===== config.mk =====
export PLATFORM = sky130hd
export DESIGN_NAME = alb8_keygen
export DESIGN_NICKNAME = d
export VERILOG_FILES = /design/src/rtl/assert_macros.svh /design/src/rtl/alb8_pkg.sv /design/src/rtl/alb8_keygen.sv
export SDC_FILE = /design/constraint.sdc
export NUM_CORES = 2
export LEC_CHECK = 0
export BUFFER_PORTS_ARGS = -buffer_cell sky130_fd_sc_hd__buf_2
export CORE_AREA = 5 5 393 395
export DETAILED_ROUTE_END_ITERATION = 8
export DIE_AREA = 0 0 398 400
export PLACE_DENSITY_LB_ADDON = 0.15
export RECOVER_POWER = 25
export SYNTH_ARGS = -nofsm -noshare
export SYNTH_HDL_FRONTEND = slang
export SYNTH_SLANG_ARGS = --single-unit
export TNS_END_PERCENT = 5

===== constraint.sdc =====
create_clock -name aclk -period 20.1 [get_ports aclk]
set_input_delay 5.025 -clock aclk [delete_from_list [all_inputs] [get_ports aclk]]
set_output_delay 5.025 -clock aclk [all_outputs]
set_load 0.01 [all_outputs]

===== src/rtl/assert_macros.svh =====
// Assertion macros for the RTL files; alb8_ctrl includes them.
`ifndef ASSERT_MACROS_SVH
`define ASSERT_MACROS_SVH

// Implication checked on every clock edge outside reset.
`define ASSERT_CLK(label, clk, rstn, prop, msg) \
    label: assert property (@(posedge clk) disable iff (!rstn) prop) else $error(msg);

// Implication checked on every clock edge, reset included.
`define ASSERT_ALWAYS(label, clk, prop, msg) \
    label: assert property (@(posedge clk) prop) else $error(msg);

`endif


===== src/rtl/alb8_pkg.sv =====
package alb8_pkg;

    localparam logic [63:0] KEY_HIGH_RESET = 64'd7025075654616863398;
    localparam logic [63:0] KEY_LOW_RESET  = 64'd12391396573757525820;

    typedef enum logic [2:0] {
        ST_KEY_INIT,
        ST_KEY_RUN,
        ST_IDLE,
        ST_ROUND,
        ST_DONE
    } ctrl_state_t;

    typedef struct packed {
        logic load;
        logic step;
        logic dec;
        logic last;
        logic first;
        logic [3:0] rnd;
    } dp_cmd_t;

    typedef struct packed {
        logic key_start;
        logic key_busy;
    } key_stat_t;

    localparam logic [7:0] FWD_BOX [256] = '{
    8'h63,8'h7c,8'h77,8'h7b,8'hf2,8'h6b,8'h6f,8'hc5,8'h30,8'h01,8'h67,8'h2b,8'hfe,8'hd7,8'hab,8'h76,
    8'hca,8'h82,8'hc9,8'h7d,8'hfa,8'h59,8'h47,8'hf0,8'had,8'hd4,8'ha2,8'haf,8'h9c,8'ha4,8'h72,8'hc0,
    8'hb7,8'hfd,8'h93,8'h26,8'h36,8'h3f,8'hf7,8'hcc,8'h34,8'ha5,8'he5,8'hf1,8'h71,8'hd8,8'h31,8'h15,
    8'h04,8'hc7,8'h23,8'hc3,8'h18,8'h96,8'h05,8'h9a,8'h07,8'h12,8'h80,8'he2,8'heb,8'h27,8'hb2,8'h75,
    8'h09,8'h83,8'h2c,8'h1a,8'h1b,8'h6e,8'h5a,8'ha0,8'h52,8'h3b,8'hd6,8'hb3,8'h29,8'he3,8'h2f,8'h84,
    8'h53,8'hd1,8'h00,8'hed,8'h20,8'hfc,8'hb1,8'h5b,8'h6a,8'hcb,8'hbe,8'h39,8'h4a,8'h4c,8'h58,8'hcf,
    8'hd0,8'hef,8'haa,8'hfb,8'h43,8'h4d,8'h33,8'h85,8'h45,8'hf9,8'h02,8'h7f,8'h50,8'h3c,8'h9f,8'ha8,
    8'h51,8'ha3,8'h40,8'h8f,8'h92,8'h9d,8'h38,8'hf5,8'hbc,8'hb6,8'hda,8'h21,8'h10,8'hff,8'hf3,8'hd2,
    8'hcd,8'h0c,8'h13,8'hec,8'h5f,8'h97,8'h44,8'h17,8'hc4,8'ha7,8'h7e,8'h3d,8'h64,8'h5d,8'h19,8'h73,
    8'h60,8'h81,8'h4f,8'hdc,8'h22,8'h2a,8'h90,8'h88,8'h46,8'hee,8'hb8,8'h14,8'hde,8'h5e,8'h0b,8'hdb,
    8'he0,8'h32,8'h3a,8'h0a,8'h49,8'h06,8'h24,8'h5c,8'hc2,8'hd3,8'hac,8'h62,8'h91,8'h95,8'he4,8'h79,
    8'he7,8'hc8,8'h37,8'h6d,8'h8d,8'hd5,8'h4e,8'ha9,8'h6c,8'h56,8'hf4,8'hea,8'h65,8'h7a,8'hae,8'h08,
    8'hba,8'h78,8'h25,8'h2e,8'h1c,8'ha6,8'hb4,8'hc6,8'he8,8'hdd,8'h74,8'h1f,8'h4b,8'hbd,8'h8b,8'h8a,
    8'h70,8'h3e,8'hb5,8'h66,8'h48,8'h03,8'hf6,8'h0e,8'h61,8'h35,8'h57,8'hb9,8'h86,8'hc1,8'h1d,8'h9e,
    8'he1,8'hf8,8'h98,8'h11,8'h69,8'hd9,8'h8e,8'h94,8'h9b,8'h1e,8'h87,8'he9,8'hce,8'h55,8'h28,8'hdf,
    8'h8c,8'ha1,8'h89,8'h0d,8'hbf,8'he6,8'h42,8'h68,8'h41,8'h99,8'h2d,8'h0f,8'hb0,8'h54,8'hbb,8'h16};

    localparam logic [7:0] INV_BOX [256] = '{
    8'h52,8'h09,8'h6a,8'hd5,8'h30,8'h36,8'ha5,8'h38,8'hbf,8'h40,8'ha3,8'h9e,8'h81,8'hf3,8'hd7,8'hfb,
    8'h7c,8'he3,8'h39,8'h82,8'h9b,8'h2f,8'hff,8'h87,8'h34,8'h8e,8'h43,8'h44,8'hc4,8'hde,8'he9,8'hcb,
    8'h54,8'h7b,8'h94,8'h32,8'ha6,8'hc2,8'h23,8'h3d,8'hee,8'h4c,8'h95,8'h0b,8'h42,8'hfa,8'hc3,8'h4e,
    8'h08,8'h2e,8'ha1,8'h66,8'h28,8'hd9,8'h24,8'hb2,8'h76,8'h5b,8'ha2,8'h49,8'h6d,8'h8b,8'hd1,8'h25,
    8'h72,8'hf8,8'hf6,8'h64,8'h86,8'h68,8'h98,8'h16,8'hd4,8'ha4,8'h5c,8'hcc,8'h5d,8'h65,8'hb6,8'h92,
    8'h6c,8'h70,8'h48,8'h50,8'hfd,8'hed,8'hb9,8'hda,8'h5e,8'h15,8'h46,8'h57,8'ha7,8'h8d,8'h9d,8'h84,
    8'h90,8'hd8,8'hab,8'h00,8'h8c,8'hbc,8'hd3,8'h0a,8'hf7,8'he4,8'h58,8'h05,8'hb8,8'hb3,8'h45,8'h06,
    8'hd0,8'h2c,8'h1e,8'h8f,8'hca,8'h3f,8'h0f,8'h02,8'hc1,8'haf,8'hbd,8'h03,8'h01,8'h13,8'h8a,8'h6b,
    8'h3a,8'h91,8'h11,8'h41,8'h4f,8'h67,8'hdc,8'hea,8'h97,8'hf2,8'hcf,8'hce,8'hf0,8'hb4,8'he6,8'h73,
    8'h96,8'hac,8'h74,8'h22,8'he7,8'had,8'h35,8'h85,8'he2,8'hf9,8'h37,8'he8,8'h1c,8'h75,8'hdf,8'h6e,
    8'h47,8'hf1,8'h1a,8'h71,8'h1d,8'h29,8'hc5,8'h89,8'h6f,8'hb7,8'h62,8'h0e,8'haa,8'h18,8'hbe,8'h1b,
    8'hfc,8'h56,8'h3e,8'h4b,8'hc6,8'hd2,8'h79,8'h20,8'h9a,8'hdb,8'hc0,8'hfe,8'h78,8'hcd,8'h5a,8'hf4,
    8'h1f,8'hdd,8'ha8,8'h33,8'h88,8'h07,8'hc7,8'h31,8'hb1,8'h12,8'h10,8'h59,8'h27,8'h80,8'hec,8'h5f,
    8'h60,8'h51,8'h7f,8'ha9,8'h19,8'hb5,8'h4a,8'h0d,8'h2d,8'he5,8'h7a,8'h9f,8'h93,8'hc9,8'h9c,8'hef,
    8'ha0,8'he0,8'h3b,8'h4d,8'hae,8'h2a,8'hf5,8'hb0,8'hc8,8'heb,8'hbb,8'h3c,8'h83,8'h53,8'h99,8'h61,
    8'h17,8'h2b,8'h04,8'h7e,8'hba,8'h77,8'hd6,8'h26,8'he1,8'h69,8'h14,8'h63,8'h55,8'h21,8'h0c,8'h7d};

    function automatic logic [7:0] xt(input logic [7:0] x);
        return {x[6:0], 1'b0} ^ (x[7] ? 8'h1b : 8'h00);
    endfunction

endpackage


===== src/rtl/alb8_keygen.sv =====
module alb8_keygen #(
    parameter int ROUNDS = 8
) (
    input  logic                    aclk,
    input  logic                    aresetn,
    input  logic                    start,
    input  logic [127:0]            key,
    input  logic [$clog2(ROUNDS+1)-1:0] rd_row,
    output logic [127:0]            rd_key,
    output logic                    busy
);
    import alb8_pkg::*;

    localparam int NROW = ROUNDS + 1;
    localparam int RW   = $clog2(4 * NROW) - 2;

    // one 128-bit round key per row, one row produced per cycle
    logic [127:0] mem [NROW];
    logic [127:0] prev_reg, prev_next;
    logic [7:0]   rc_reg, rc_next;
    logic [RW-1:0] row_reg, row_next;
    logic          busy_reg, busy_next;
    logic [31:0]   t;
    logic [31:0]   w0, w1, w2, w3;

    always_comb begin
        t  = {FWD_BOX[prev_reg[23:16]], FWD_BOX[prev_reg[15:8]],
              FWD_BOX[prev_reg[7:0]], FWD_BOX[prev_reg[31:24]]} ^ {rc_reg, 24'd0};
        w0 = prev_reg[127:96] ^ t;
        w1 = prev_reg[95:64] ^ w0;
        w2 = prev_reg[63:32] ^ w1;
        w3 = prev_reg[31:0] ^ w2;
        prev_next = prev_reg;
        rc_next   = rc_reg;
        row_next  = row_reg;
        busy_next = busy_reg;
        if (start) begin
            prev_next = key;
            rc_next   = 8'h01;
            row_next  = RW'(1);
            busy_next = 1'b1;
        end else if (busy_reg) begin
            prev_next = {w0, w1, w2, w3};
            rc_next   = xt(rc_reg);
            row_next  = row_reg + RW'(1);
            busy_next = (row_reg != RW'(NROW - 1));
        end
    end

    always_ff @(posedge aclk) begin
        if (start)
            mem[0] <= key;
        else if (busy_reg)
            mem[row_reg] <= {w0, w1, w2, w3};
        rd_key <= mem[rd_row];
    end

    always_ff @(posedge aclk) begin
        if (!aresetn) begin
            busy_reg <= 1'b0;
            row_reg  <= '0;
        end else begin
            busy_reg <= busy_next;
            row_reg  <= row_next;
        end
        prev_reg <= prev_next;
        rc_reg   <= rc_next;
    end

    assign busy = busy_reg;
endmodule


==> metrics.cfg <==
[detailed_routing]
dr.pass1.iters = 6
wl_per_cell_microns = 31.4
vias = 48000
route.detailed.drc = 0
vias_per_cell = 6.43
wirelength_microns = 235000
drt_iter0_drc = 6671
postRouteAntennaNets = 1

[synthesis]
postSynthCellCount = 5231
synth_edf_count = 1280
syn-cell-area_sq_mm = 0.0702
async_reset_ff_share_pct = 0
yosysWarningCount = 0
syn_avg_cell_area_sq_um = 13.4
ys_seq_area_share_pct = 58.8
synth.top_cell.area_share_pct = 54.8
synth_area_leader_cell = edfxtp_1
synth_nets = 5428
synth.distinct_cells = 106
synthFlopType = edfxtp_1
synth_seq_cells = 1421
synth.area.top_cells = edfxtp_1 (55%), mux4_2 (10%), dfxtp_1 (4.0%)

[global_routing]
antenna_found_initial = 23
grt_max_degree = 151
grt_pass1_vias = 44900
overflow = 0
met3_usage_pct = 7.22
use_met1_pct = 41.7
grt_pass1_wl_microns = 332000
busiest_layer = met2
grt_usage_pct = 28.9
met2_usage_pct = 42.9

[placed_design]
portBuffers = 263
hpwlAfterDp_microns = 155000
gp_congestion = 1.01
dp_cells = 7192

[worst_setup_path]
rrSetupSlack_ps = 13670
worstReg2RegStart = prev_reg[9]
r2r-end = mem[8][54]
arrival_ps = 13270
worstSetupEndpointType = flip-flop
required_ps = 20490
r2r_cells = 13
path_class = primary input to flip-flop
start_kind = primary input
worstSetupEndpoint = mem[0][62]
critPathLaunch = start
crit_fanout = 97

[pwr]
peakVddDrop_uv = 153
power.total_mw = 13.8
p_leak_nw = 26.3
power.density_mw_per_mm2 = 178

[clocking]
cts-resized-gates = 0
cts_buffers = 141
hold_buffers = 0
htreeDepth = 4
cts_setup_buffers = 0
cts_tree = yes
cts.clk_slew.worst_paths_ps = 60
insertion_delay_ps = 780
cts.sinks = 1421
root_buffer = clkbuf_16
clockBufferDepth = 3

[sta]
holdWs_ps = 437
skew_ps = 38.9
fmax_mhz = 77.6
drv_slew = 612
fin_crit_ps = 12880
tightestPinTransition_ps = 6850
rsz0062_at_grt = false
setup_viol = 0
fin_setup_tns_ps = 0
period_share_pct = 64.1
hold_viol = 0
slew_headroom_pct = -356

[outcome]
violations = antenna rules, capacitance limit, slew limit
outcome = finished with violations

[cells_and_area]
layout.nets = 5502
drive_gt1_share_pct = 17.1
largest_register_ffs = 1152
syn_to_final_growth_pct = 10.6
final_cells = 7475

[floorplanning]
die_x_microns = 398
ioPinCount = 264
initial_utilization_pct = 46.5
dieArea_sq_mm = 0.159
die_h_microns = 400
rows = 143
core_sq_mm = 0.151

[run]
cap_violations = 13

[min_path]
hold_class = flip-flop to flip-flop

==> metrics by stage <==
step	setup slack [ps]	utilization [%]	cell area [sq um]
2_1_floorplan	1180	-	70200
3_3_place_gp	11220	48.5	73100
3_5_place_dp	11090	48.5	73100
4_1_cts	11920	51.6	77800
5_1_grt	6800	51.4	77600
6_report	7220	51.5	77600
==> how the worst min path moves through the flow <==
stage                            from           to  depth (start not counted)
after floorplan           mem[8][123]  rd_key[123]                          2
after global placement      mem[8][4]    rd_key[4]                          2
after detailed placement   mem[8][12]   rd_key[12]                          2
after CTS                  mem[8][38]   rd_key[38]                          2
after global routing       mem[8][38]   rd_key[38]                          2
final                      mem[8][38]   rd_key[38]                          2
==> per-layer routing <==
layer	routed length (microns)	up-vias	share of wire (%)
met3	25000	414	11
li1	-	20500	-
met2	104000	2694	44
met5	76	-	0.032
met4	8960	12	3.8
met1	97400	24400	41
==> power breakdown <==
group / internal [mW] / switching, mW
Clock: 1.54 / 1.13
Sequential: 3.82 / 0.189
Combinational: 2.30 / 4.84
==> cell usage after synthesis (20+ instances only) <==
master    count
xor2_1       60
edfxtp_1   1280
buf_1        65
a311oi_1     30
dfxtp_1     141
nand3_1      62
clkbuf_1    237
ha_1         62
o221ai_1     23
a31oi_1      51
o21ai_0     421
mux2_2       93
and3_1       25
nor3_1       90
nor2b_1      89
nor2_1      191
xnor2_1      98
a211o_1      22
a221oi_1     25
nand2b_1     89
o211ai_1     57
o31ai_1      36
or2_2        20
buf_2       134
a211oi_1     53
inv_1        43
nand2_1     537
or3_1        31
a21oi_1     171
nor3b_1      35
o22ai_1      20
mux2i_1     181
mux4_2      321
o311ai_0     34
and2_1       31
==> layout make-up <==
cell class	instances	area, sq um
Fill cell	12800	73200
Clock buffer	195	3910
Inverter	52	198
Clock inverter	66	798
Multi-Input combinational cell	3298	26700
Timing Repair Buffer	391	2150
Tap cell	2030	2540
Sequential cell	1421	41300
Antenna cell	22	55.1
==> critical path, stage by stage <==
cell and delay, ps:
clkbuf_1 2880, clkbuf_1 1950, a31o_1 2030, buf_4 630, buf_4 570
==> cell usage in the layout (no fill, tap or decap), types with 41 or more instances in the layout <==
cell type and instances:
o211ai_1 57, mux2i_1 181, ha_1 62, inv_1 41, a31oi_1 51, nor2_1 191
nor3_1 89, buf_4 117, mux4_2 321, mux2_2 74, nand3_1 62, nand2_1 536
xor2_1 60, nand2b_1 89, dfxtp_1 141, edfxtp_1 1280, a21oi_1 171, buf_2 129
nor2b_1 89, xnor2_1 98, clkbuf_1 180, a211oi_1 53, clkbuf_16 145, o21ai_0 419
==> logic make-up (layout without fill, tap and decap cells) <==
group           after synthesis  in the layout  synth area share [%]
simple gates               1282           1282                  8.83
buf+inv                     512            704                  3.14
mux                         596            596                  14.4
xor+xnor                    183            183                  2.67
flops                      1421           1421                  58.8
compound gates             1174           1174                  11.0
fa+ha+maj                    63             63                  1.12
other cells                   0             22                     0
Note: power is estimated with default switching activity, not from simulation.
