$ cat src/rtl/assert_macros.svh
// Assertion macros for the RTL files; alb8_ctrl includes them.
`ifndef ASSERT_MACROS_SVH
`define ASSERT_MACROS_SVH

// Implication checked on every clock edge outside reset.
`define ASSERT_CLK(label, clk, rstn, prop, msg) \
    label: assert property (@(posedge clk) disable iff (!rstn) prop) else $error(msg);

// Implication checked on every clock edge, reset included.
`define ASSERT_ALWAYS(label, clk, prop, msg) \
    label: assert property (@(posedge clk) prop) else $error(msg);

`endif

$ cat src/rtl/alb8_pkg.sv
package alb8_pkg;

    localparam logic [63:0] KEY_HIGH_RESET = 64'd7025075654616863398;
    localparam logic [63:0] KEY_LOW_RESET  = 64'd12391396573757525820;

    typedef enum logic [2:0] {
        ST_KEY_INIT,
        ST_KEY_RUN,
        ST_IDLE,
        ST_ROUND,
        ST_DONE
    } ctrl_state_t;

    typedef struct packed {
        logic load;
        logic step;
        logic dec;
        logic last;
        logic first;
        logic [3:0] rnd;
    } dp_cmd_t;

    typedef struct packed {
        logic key_start;
        logic key_busy;
    } key_stat_t;

    localparam logic [7:0] FWD_BOX [256] = '{
    8'h63,8'h7c,8'h77,8'h7b,8'hf2,8'h6b,8'h6f,8'hc5,8'h30,8'h01,8'h67,8'h2b,8'hfe,8'hd7,8'hab,8'h76,
    8'hca,8'h82,8'hc9,8'h7d,8'hfa,8'h59,8'h47,8'hf0,8'had,8'hd4,8'ha2,8'haf,8'h9c,8'ha4,8'h72,8'hc0,
    8'hb7,8'hfd,8'h93,8'h26,8'h36,8'h3f,8'hf7,8'hcc,8'h34,8'ha5,8'he5,8'hf1,8'h71,8'hd8,8'h31,8'h15,
    8'h04,8'hc7,8'h23,8'hc3,8'h18,8'h96,8'h05,8'h9a,8'h07,8'h12,8'h80,8'he2,8'heb,8'h27,8'hb2,8'h75,
    8'h09,8'h83,8'h2c,8'h1a,8'h1b,8'h6e,8'h5a,8'ha0,8'h52,8'h3b,8'hd6,8'hb3,8'h29,8'he3,8'h2f,8'h84,
    8'h53,8'hd1,8'h00,8'hed,8'h20,8'hfc,8'hb1,8'h5b,8'h6a,8'hcb,8'hbe,8'h39,8'h4a,8'h4c,8'h58,8'hcf,
    8'hd0,8'hef,8'haa,8'hfb,8'h43,8'h4d,8'h33,8'h85,8'h45,8'hf9,8'h02,8'h7f,8'h50,8'h3c,8'h9f,8'ha8,
    8'h51,8'ha3,8'h40,8'h8f,8'h92,8'h9d,8'h38,8'hf5,8'hbc,8'hb6,8'hda,8'h21,8'h10,8'hff,8'hf3,8'hd2,
    8'hcd,8'h0c,8'h13,8'hec,8'h5f,8'h97,8'h44,8'h17,8'hc4,8'ha7,8'h7e,8'h3d,8'h64,8'h5d,8'h19,8'h73,
    8'h60,8'h81,8'h4f,8'hdc,8'h22,8'h2a,8'h90,8'h88,8'h46,8'hee,8'hb8,8'h14,8'hde,8'h5e,8'h0b,8'hdb,
    8'he0,8'h32,8'h3a,8'h0a,8'h49,8'h06,8'h24,8'h5c,8'hc2,8'hd3,8'hac,8'h62,8'h91,8'h95,8'he4,8'h79,
    8'he7,8'hc8,8'h37,8'h6d,8'h8d,8'hd5,8'h4e,8'ha9,8'h6c,8'h56,8'hf4,8'hea,8'h65,8'h7a,8'hae,8'h08,
    8'hba,8'h78,8'h25,8'h2e,8'h1c,8'ha6,8'hb4,8'hc6,8'he8,8'hdd,8'h74,8'h1f,8'h4b,8'hbd,8'h8b,8'h8a,
    8'h70,8'h3e,8'hb5,8'h66,8'h48,8'h03,8'hf6,8'h0e,8'h61,8'h35,8'h57,8'hb9,8'h86,8'hc1,8'h1d,8'h9e,
    8'he1,8'hf8,8'h98,8'h11,8'h69,8'hd9,8'h8e,8'h94,8'h9b,8'h1e,8'h87,8'he9,8'hce,8'h55,8'h28,8'hdf,
    8'h8c,8'ha1,8'h89,8'h0d,8'hbf,8'he6,8'h42,8'h68,8'h41,8'h99,8'h2d,8'h0f,8'hb0,8'h54,8'hbb,8'h16};

    localparam logic [7:0] INV_BOX [256] = '{
    8'h52,8'h09,8'h6a,8'hd5,8'h30,8'h36,8'ha5,8'h38,8'hbf,8'h40,8'ha3,8'h9e,8'h81,8'hf3,8'hd7,8'hfb,
    8'h7c,8'he3,8'h39,8'h82,8'h9b,8'h2f,8'hff,8'h87,8'h34,8'h8e,8'h43,8'h44,8'hc4,8'hde,8'he9,8'hcb,
    8'h54,8'h7b,8'h94,8'h32,8'ha6,8'hc2,8'h23,8'h3d,8'hee,8'h4c,8'h95,8'h0b,8'h42,8'hfa,8'hc3,8'h4e,
    8'h08,8'h2e,8'ha1,8'h66,8'h28,8'hd9,8'h24,8'hb2,8'h76,8'h5b,8'ha2,8'h49,8'h6d,8'h8b,8'hd1,8'h25,
    8'h72,8'hf8,8'hf6,8'h64,8'h86,8'h68,8'h98,8'h16,8'hd4,8'ha4,8'h5c,8'hcc,8'h5d,8'h65,8'hb6,8'h92,
    8'h6c,8'h70,8'h48,8'h50,8'hfd,8'hed,8'hb9,8'hda,8'h5e,8'h15,8'h46,8'h57,8'ha7,8'h8d,8'h9d,8'h84,
    8'h90,8'hd8,8'hab,8'h00,8'h8c,8'hbc,8'hd3,8'h0a,8'hf7,8'he4,8'h58,8'h05,8'hb8,8'hb3,8'h45,8'h06,
    8'hd0,8'h2c,8'h1e,8'h8f,8'hca,8'h3f,8'h0f,8'h02,8'hc1,8'haf,8'hbd,8'h03,8'h01,8'h13,8'h8a,8'h6b,
    8'h3a,8'h91,8'h11,8'h41,8'h4f,8'h67,8'hdc,8'hea,8'h97,8'hf2,8'hcf,8'hce,8'hf0,8'hb4,8'he6,8'h73,
    8'h96,8'hac,8'h74,8'h22,8'he7,8'had,8'h35,8'h85,8'he2,8'hf9,8'h37,8'he8,8'h1c,8'h75,8'hdf,8'h6e,
    8'h47,8'hf1,8'h1a,8'h71,8'h1d,8'h29,8'hc5,8'h89,8'h6f,8'hb7,8'h62,8'h0e,8'haa,8'h18,8'hbe,8'h1b,
    8'hfc,8'h56,8'h3e,8'h4b,8'hc6,8'hd2,8'h79,8'h20,8'h9a,8'hdb,8'hc0,8'hfe,8'h78,8'hcd,8'h5a,8'hf4,
    8'h1f,8'hdd,8'ha8,8'h33,8'h88,8'h07,8'hc7,8'h31,8'hb1,8'h12,8'h10,8'h59,8'h27,8'h80,8'hec,8'h5f,
    8'h60,8'h51,8'h7f,8'ha9,8'h19,8'hb5,8'h4a,8'h0d,8'h2d,8'he5,8'h7a,8'h9f,8'h93,8'hc9,8'h9c,8'hef,
    8'ha0,8'he0,8'h3b,8'h4d,8'hae,8'h2a,8'hf5,8'hb0,8'hc8,8'heb,8'hbb,8'h3c,8'h83,8'h53,8'h99,8'h61,
    8'h17,8'h2b,8'h04,8'h7e,8'hba,8'h77,8'hd6,8'h26,8'he1,8'h69,8'h14,8'h63,8'h55,8'h21,8'h0c,8'h7d};

    function automatic logic [7:0] xt(input logic [7:0] x);
        return {x[6:0], 1'b0} ^ (x[7] ? 8'h1b : 8'h00);
    endfunction

endpackage

$ cat src/rtl/alb8_ctrl.sv
module alb8_ctrl #(
    parameter int ROUNDS = 8
) (
    input  logic                aclk,
    input  logic                aresetn,
    input  logic                s_valid,
    output logic                s_ready,
    input  logic                s_opcode,
    output logic                m_valid,
    input  logic                m_ready,
    input  logic                cfg_hit,
    input  alb8_pkg::key_stat_t kst,
    output alb8_pkg::dp_cmd_t   cmd,
    output logic [$clog2(ROUNDS+1)-1:0] rd_row
);
    import alb8_pkg::*;
    `include "assert_macros.svh"

    localparam int RW = $clog2(4 * (ROUNDS + 1)) - 2;

    ctrl_state_t st_reg, st_next;
    logic [3:0]  cnt_reg, cnt_next;
    logic        dec_reg, dec_next;
    logic        acc;
    logic [3:0]  rrow;

    assign acc = s_valid && s_ready;

    // round row read in the cycle before it is used
    always_comb begin
        cnt_next = cnt_reg;
        dec_next = dec_reg;
        if (acc) begin
            cnt_next = 4'd0;
            dec_next = s_opcode;
        end else if (st_reg == ST_ROUND) begin
            cnt_next = cnt_reg + 4'd1;
        end
        rrow = dec_next ? 4'(ROUNDS) - cnt_next : cnt_next;
    end
    assign rd_row = rrow[RW-1:0];

    always_comb begin
        st_next = st_reg;
        unique case (st_reg)
            ST_KEY_INIT: st_next = ST_KEY_RUN;
            // stay put when a new key write lands as the expansion ends
            ST_KEY_RUN:  if (!kst.key_busy && !cfg_hit) st_next = ST_IDLE;
            ST_IDLE: begin
                if (cfg_hit) st_next = ST_KEY_RUN;
                else if (acc) st_next = ST_ROUND;
            end
            ST_ROUND:    if (cnt_reg == 4'(ROUNDS)) st_next = ST_DONE;
            ST_DONE:     if (m_ready) st_next = ST_IDLE;
            default:     st_next = ST_IDLE;
        endcase
    end

    always_comb begin
        s_ready   = (st_reg == ST_IDLE) && !cfg_hit;
        m_valid   = (st_reg == ST_DONE);
        cmd.load  = acc;
        cmd.dec   = dec_reg;
        cmd.rnd   = cnt_reg;
        cmd.first = (st_reg == ST_ROUND) && (cnt_reg == 4'd0);
        cmd.step  = (st_reg == ST_ROUND);
        cmd.last  = dec_reg ? (cnt_reg == 4'(ROUNDS)) : (cnt_reg == 4'(ROUNDS));
    end

    always_ff @(posedge aclk) begin
        if (!aresetn) begin
            st_reg <= ST_KEY_INIT;
        end else begin
            st_reg <= st_next;
        end
        cnt_reg <= cnt_next;
        dec_reg <= dec_next;
    end

    `ASSERT_CLK(a_no_accept_busy, aclk, aresetn, (st_reg != ST_IDLE) |-> !s_ready,
        "input taken outside idle")
    `ASSERT_CLK(a_done_after_round, aclk, aresetn, $rose(m_valid) |-> $past(st_reg == ST_ROUND),
        "result without a final round")
    `ASSERT_CLK(a_key_quiet, aclk, aresetn,
        kst.key_busy |-> (st_reg == ST_KEY_RUN || st_reg == ST_KEY_INIT),
        "key expansion overlaps work")
endmodule

$ cat config.mk
export PLATFORM = sky130hd
export DESIGN_NAME = alb8_ctrl
export DESIGN_NICKNAME = d
export VERILOG_FILES = /design/src/rtl/alb8_pkg.sv /design/src/rtl/alb8_ctrl.sv
export VERILOG_INCLUDE_DIRS = /design/src /design/src/rtl
export SDC_FILE = /design/constraint.sdc
export NUM_CORES = 1
export LEC_CHECK = 0
export CAP_MARGIN = 20
export CORE_UTILIZATION = 45
export CTS_CLUSTER_SIZE = 14
export DETAILED_ROUTE_END_ITERATION = 7
export DONT_BUFFER_PORTS = 1
export GPL_ROUTABILITY_DRIVEN = 0
export MAX_ROUTING_LAYER = met4
export PLACE_DENSITY_LB_ADDON = 0.05
export SYNTH_ARGS = -nofsm -noshare
export SYNTH_HDL_FRONTEND = slang
export SYNTH_SLANG_ARGS = --single-unit
export TNS_END_PERCENT = 50
$ cat constraint.sdc
create_clock -name aclk -period 1.7 [get_ports aclk]
set_input_delay 0 -clock aclk [delete_from_list [all_inputs] [get_ports aclk]]
set_output_delay 0 -clock aclk [all_outputs]
set_load 0.005 [all_outputs]
==> key figures <==
STA
  – Minimum period implied by the final worst setup slack: 1.875 ns
  – Highest achievable clock rate: 533.3 MHz
  – RSZ-0062 raised after global routing: true
  – Transition time of the tightest slew-check pin: 0.3680 ns
  – Setup tns final: -0.2782 ns
  – Remaining max-slew budget at the tightest pin: 75.12%
  – Final Max Slew Viols: 0
  – Final hold slack: 0.006416 ns
  – Setup Skew: 0.002666 ns
  – Number of hold-slack violations in the final timing report: 0
  – Post-route clock period utilization: 110.3%
  – Final number of setup-violating endpoints: 2
  – Minimum setup slack in the final design: -0.1753 ns

Synthesis
  – Net count after synthesis: 76
  – Leading cell types by total area after synthesis: dfxtp_1 27%, ha_1 6.3%, nor2_1 4.4%, buf_4 3.8%, inv_1 3.8%
  – Part of the Yosys area used for sequential elements: 26.67%
  – Average cell area after synthesis: between 9 and 10 sq um
  – Ys flop type: dfxtp_1
  – FF+latch count, synth: 8
  – Syn Inst Count: 65
  – Cell taking the most area after synthesis: dfxtp_1
  – Number of enable-type register cells in the synthesized netlist: 0
  – Yosys warning total: 0
  – Post-synth design cell area: 600.6 sq um
  – Share of the synthesized area in the top cell type: 26.67%
  – Async SR Flop Fraction: 0%
  – Number of library cell types mapped by synthesis: 38

Global route
  – Number of global-route vias before repair: 474
  – Remaining global-route overflow: 0
  – Number of antenna violations at the first check in global routing: 0
  – Largest net degree at the start of global routing: 6
  – Tot GR Track Use: 19.70%
  – Global-route wire length before repair: 1952 microns

Detailed routing
  – Vias: 522
  – Number of optimization iterations in the first detailed-route pass: 4
  – Detailed Route Iter0 Violations: 11
  – Final routed wirelength across all metal layers: 1304 microns
  – DRC viols: 0
  – Wirelength per Cell: 13.73 microns
  – Average via count per standard cell: 5.495
  – Antenna violation net count after detailed routing: 0

Min path
  – Min-Delay Startpoint: m_ready
  – Worst hold path type: in2reg

Final layout
  – Most frequent standard cell in the layout excluding fill and tap cells: buf_4
  – Count of fill cells added during filler insertion: between 90 and 100
  – Fraction of final layout cells with drive strength greater than 1: a little over two fifths
  – Net count reported at finish: 94
  – Total inserted antenna cells: 0
  – Area added between synthesis and finish: 30.62%
  – Final core area utilization: between 60% and 70%
  – Max reg flops: 4
  – Commonest cells after routing, fill and taps aside: 13 x buf_4, 7 x nor2_1, 5 x inv_1, 5 x dfxtp_1

Floorplan
  – Core region area: ~0.0012 sq mm
  – Die outline height: between 30 and 40 microns
  – Number of placement rows: 12
  – Num ports: 23
  – Area of the die: 0.001485 sq mm
  – Initial cell density of the core: between 50% and 60%
  – Die extent in x: 38.53 microns

Status
  – Outcome: finished with violations
  – Violated checks: setup timing

Setup path
  – Worst Setup SP: st_reg[2]
  – Worst R2R Setup Slack: ~0.070 ns
  – Cell breakdown of the critical path: or4b_4, nor2_4, or2_4, ha_4, mux2_4
  – Crit path largest cell delay: 0.55 ns
  – Critical Path Sink Type: primary output
  – Largest fanout on the critical path: 4
  – Worst setup path class: reg2out
  – Required time of the critical path: 1.70 ns
  – Cell at the slowest stage of the critical path: or4b_4
  – Startpoint of the worst register-to-register path: st_reg[2]
  – Critical path data arrival time: 1.88 ns
  – Startpoint class of the critical path: flip-flop

Power
  – VDD IR max: 0.8249 mV
  – Power per cell area: 1610 mW/mm^2
  – Static leakage power: approximately 0.37 nW
  – Final total power: between 1 and 1.5 mW

Clocking
  – Clock network latency to the later pin of the worst-skew pair: roughly 0.25 ns
  – Clock tree root buffer cell: clkbuf_4
  – Sinks on Clock Net: 8
  – Number of buffers inserted during clock tree synthesis: 3
  – Clock tree buffer depth: 2
  – Clock tree from TritonCTS: built
  – Count of H-tree levels built during CTS: 1
  – Worst-path clk slew: 0.06 ns

Placed design
  – Post-placement setup slack: 0.04033 ns
  – Post-detail-place hpwl: 929.3 microns
  – Number of I/O port buffers: 0

Run
  – Number of maximum-capacitance constraint violations: 0
## repair_timing
action / in CTS / in global routing
resized for setup: 9 / 1
endpoints found under the setup margin: 3 / 3
setup buffers: 3 / 0
hold endpoints to repair: 4 / 0
pin swaps: 3 / 1
hold buffers: 3 / 0
## Yosys cell counts (2+ instances only)
cell type / n
buf_4: 3
dfxtp_1: 8
ha_1: 3
inv_1: 6
nor2_1: 7
nor2b_1: 2
nor3b_1: 3
o31ai_1: 2
xor2_1: 2
## cell families after synthesis
group / after synthesis / share of synthesized area, %
xor gates and xnor gates: 3 / 4.376
DFF: 8 / 26.67
and+or+nand+nor: 27 / 32.09
buffers and inverters: 10 / 8.332
muxes: 3 / 6.041
AOI/OAI and AO/OA: 11 / 16.25
adders and majority gates: 3 / 6.251
## worst max-delay path: cells and delay by family (launching register included)
family        cells  cell delay [ns]
simple gates      3             0.84
flops             1             0.33
mux               1             0.26
fa+ha+maj         1             0.19
## final timing paths
kind | to | cells past startpoint
max | rd_row[1] | 5
min | st_reg[2] | 3
max reg2reg | st_reg[1] | 5
min reg2reg | dec_reg | 2
## per-layer routing
layer	vias up	GRT usage (%)	wire (microns)
met5	-	-	0
met1	241	25.70	647
met2	18	29.58	578
li1	263	-	-
met3	0	4.070	77
met4	0	7.759	0
## area by class of cell
| class | count | area, sq um | share of cell area [%] |
|---|---|---|---|
| Sequential cell | 8 | 166.4 | 21.21 |
| Inverter | 7 | 27.53 | 3.509 |
| Multi-Input combinational cell | 47 | 422.9 | 53.91 |
| Timing Repair Buffer | 16 | 127.6 | 16.27 |
| Tap cell | 14 | 17.52 | 2.233 |
| Clock buffer | 3 | 22.52 | 2.871 |
## where the power goes
part	leakage [nW]	internal, mW	switching, mW
clock	0.0138	0.0808	0.0652
sequential	0.0679	0.271	0.0815
combinational	0.293	0.392	0.372
total	0.374	0.744	0.519
## through the flow
step,instances,cell area [sq um]
after global placement,86,670.6
after CTS,95,782.0
after detailed placement,86,670.6
after floorplan,65,600.6
final,95,784.5
after global routing,95,784.5
(Power assumes the default switching activity.)
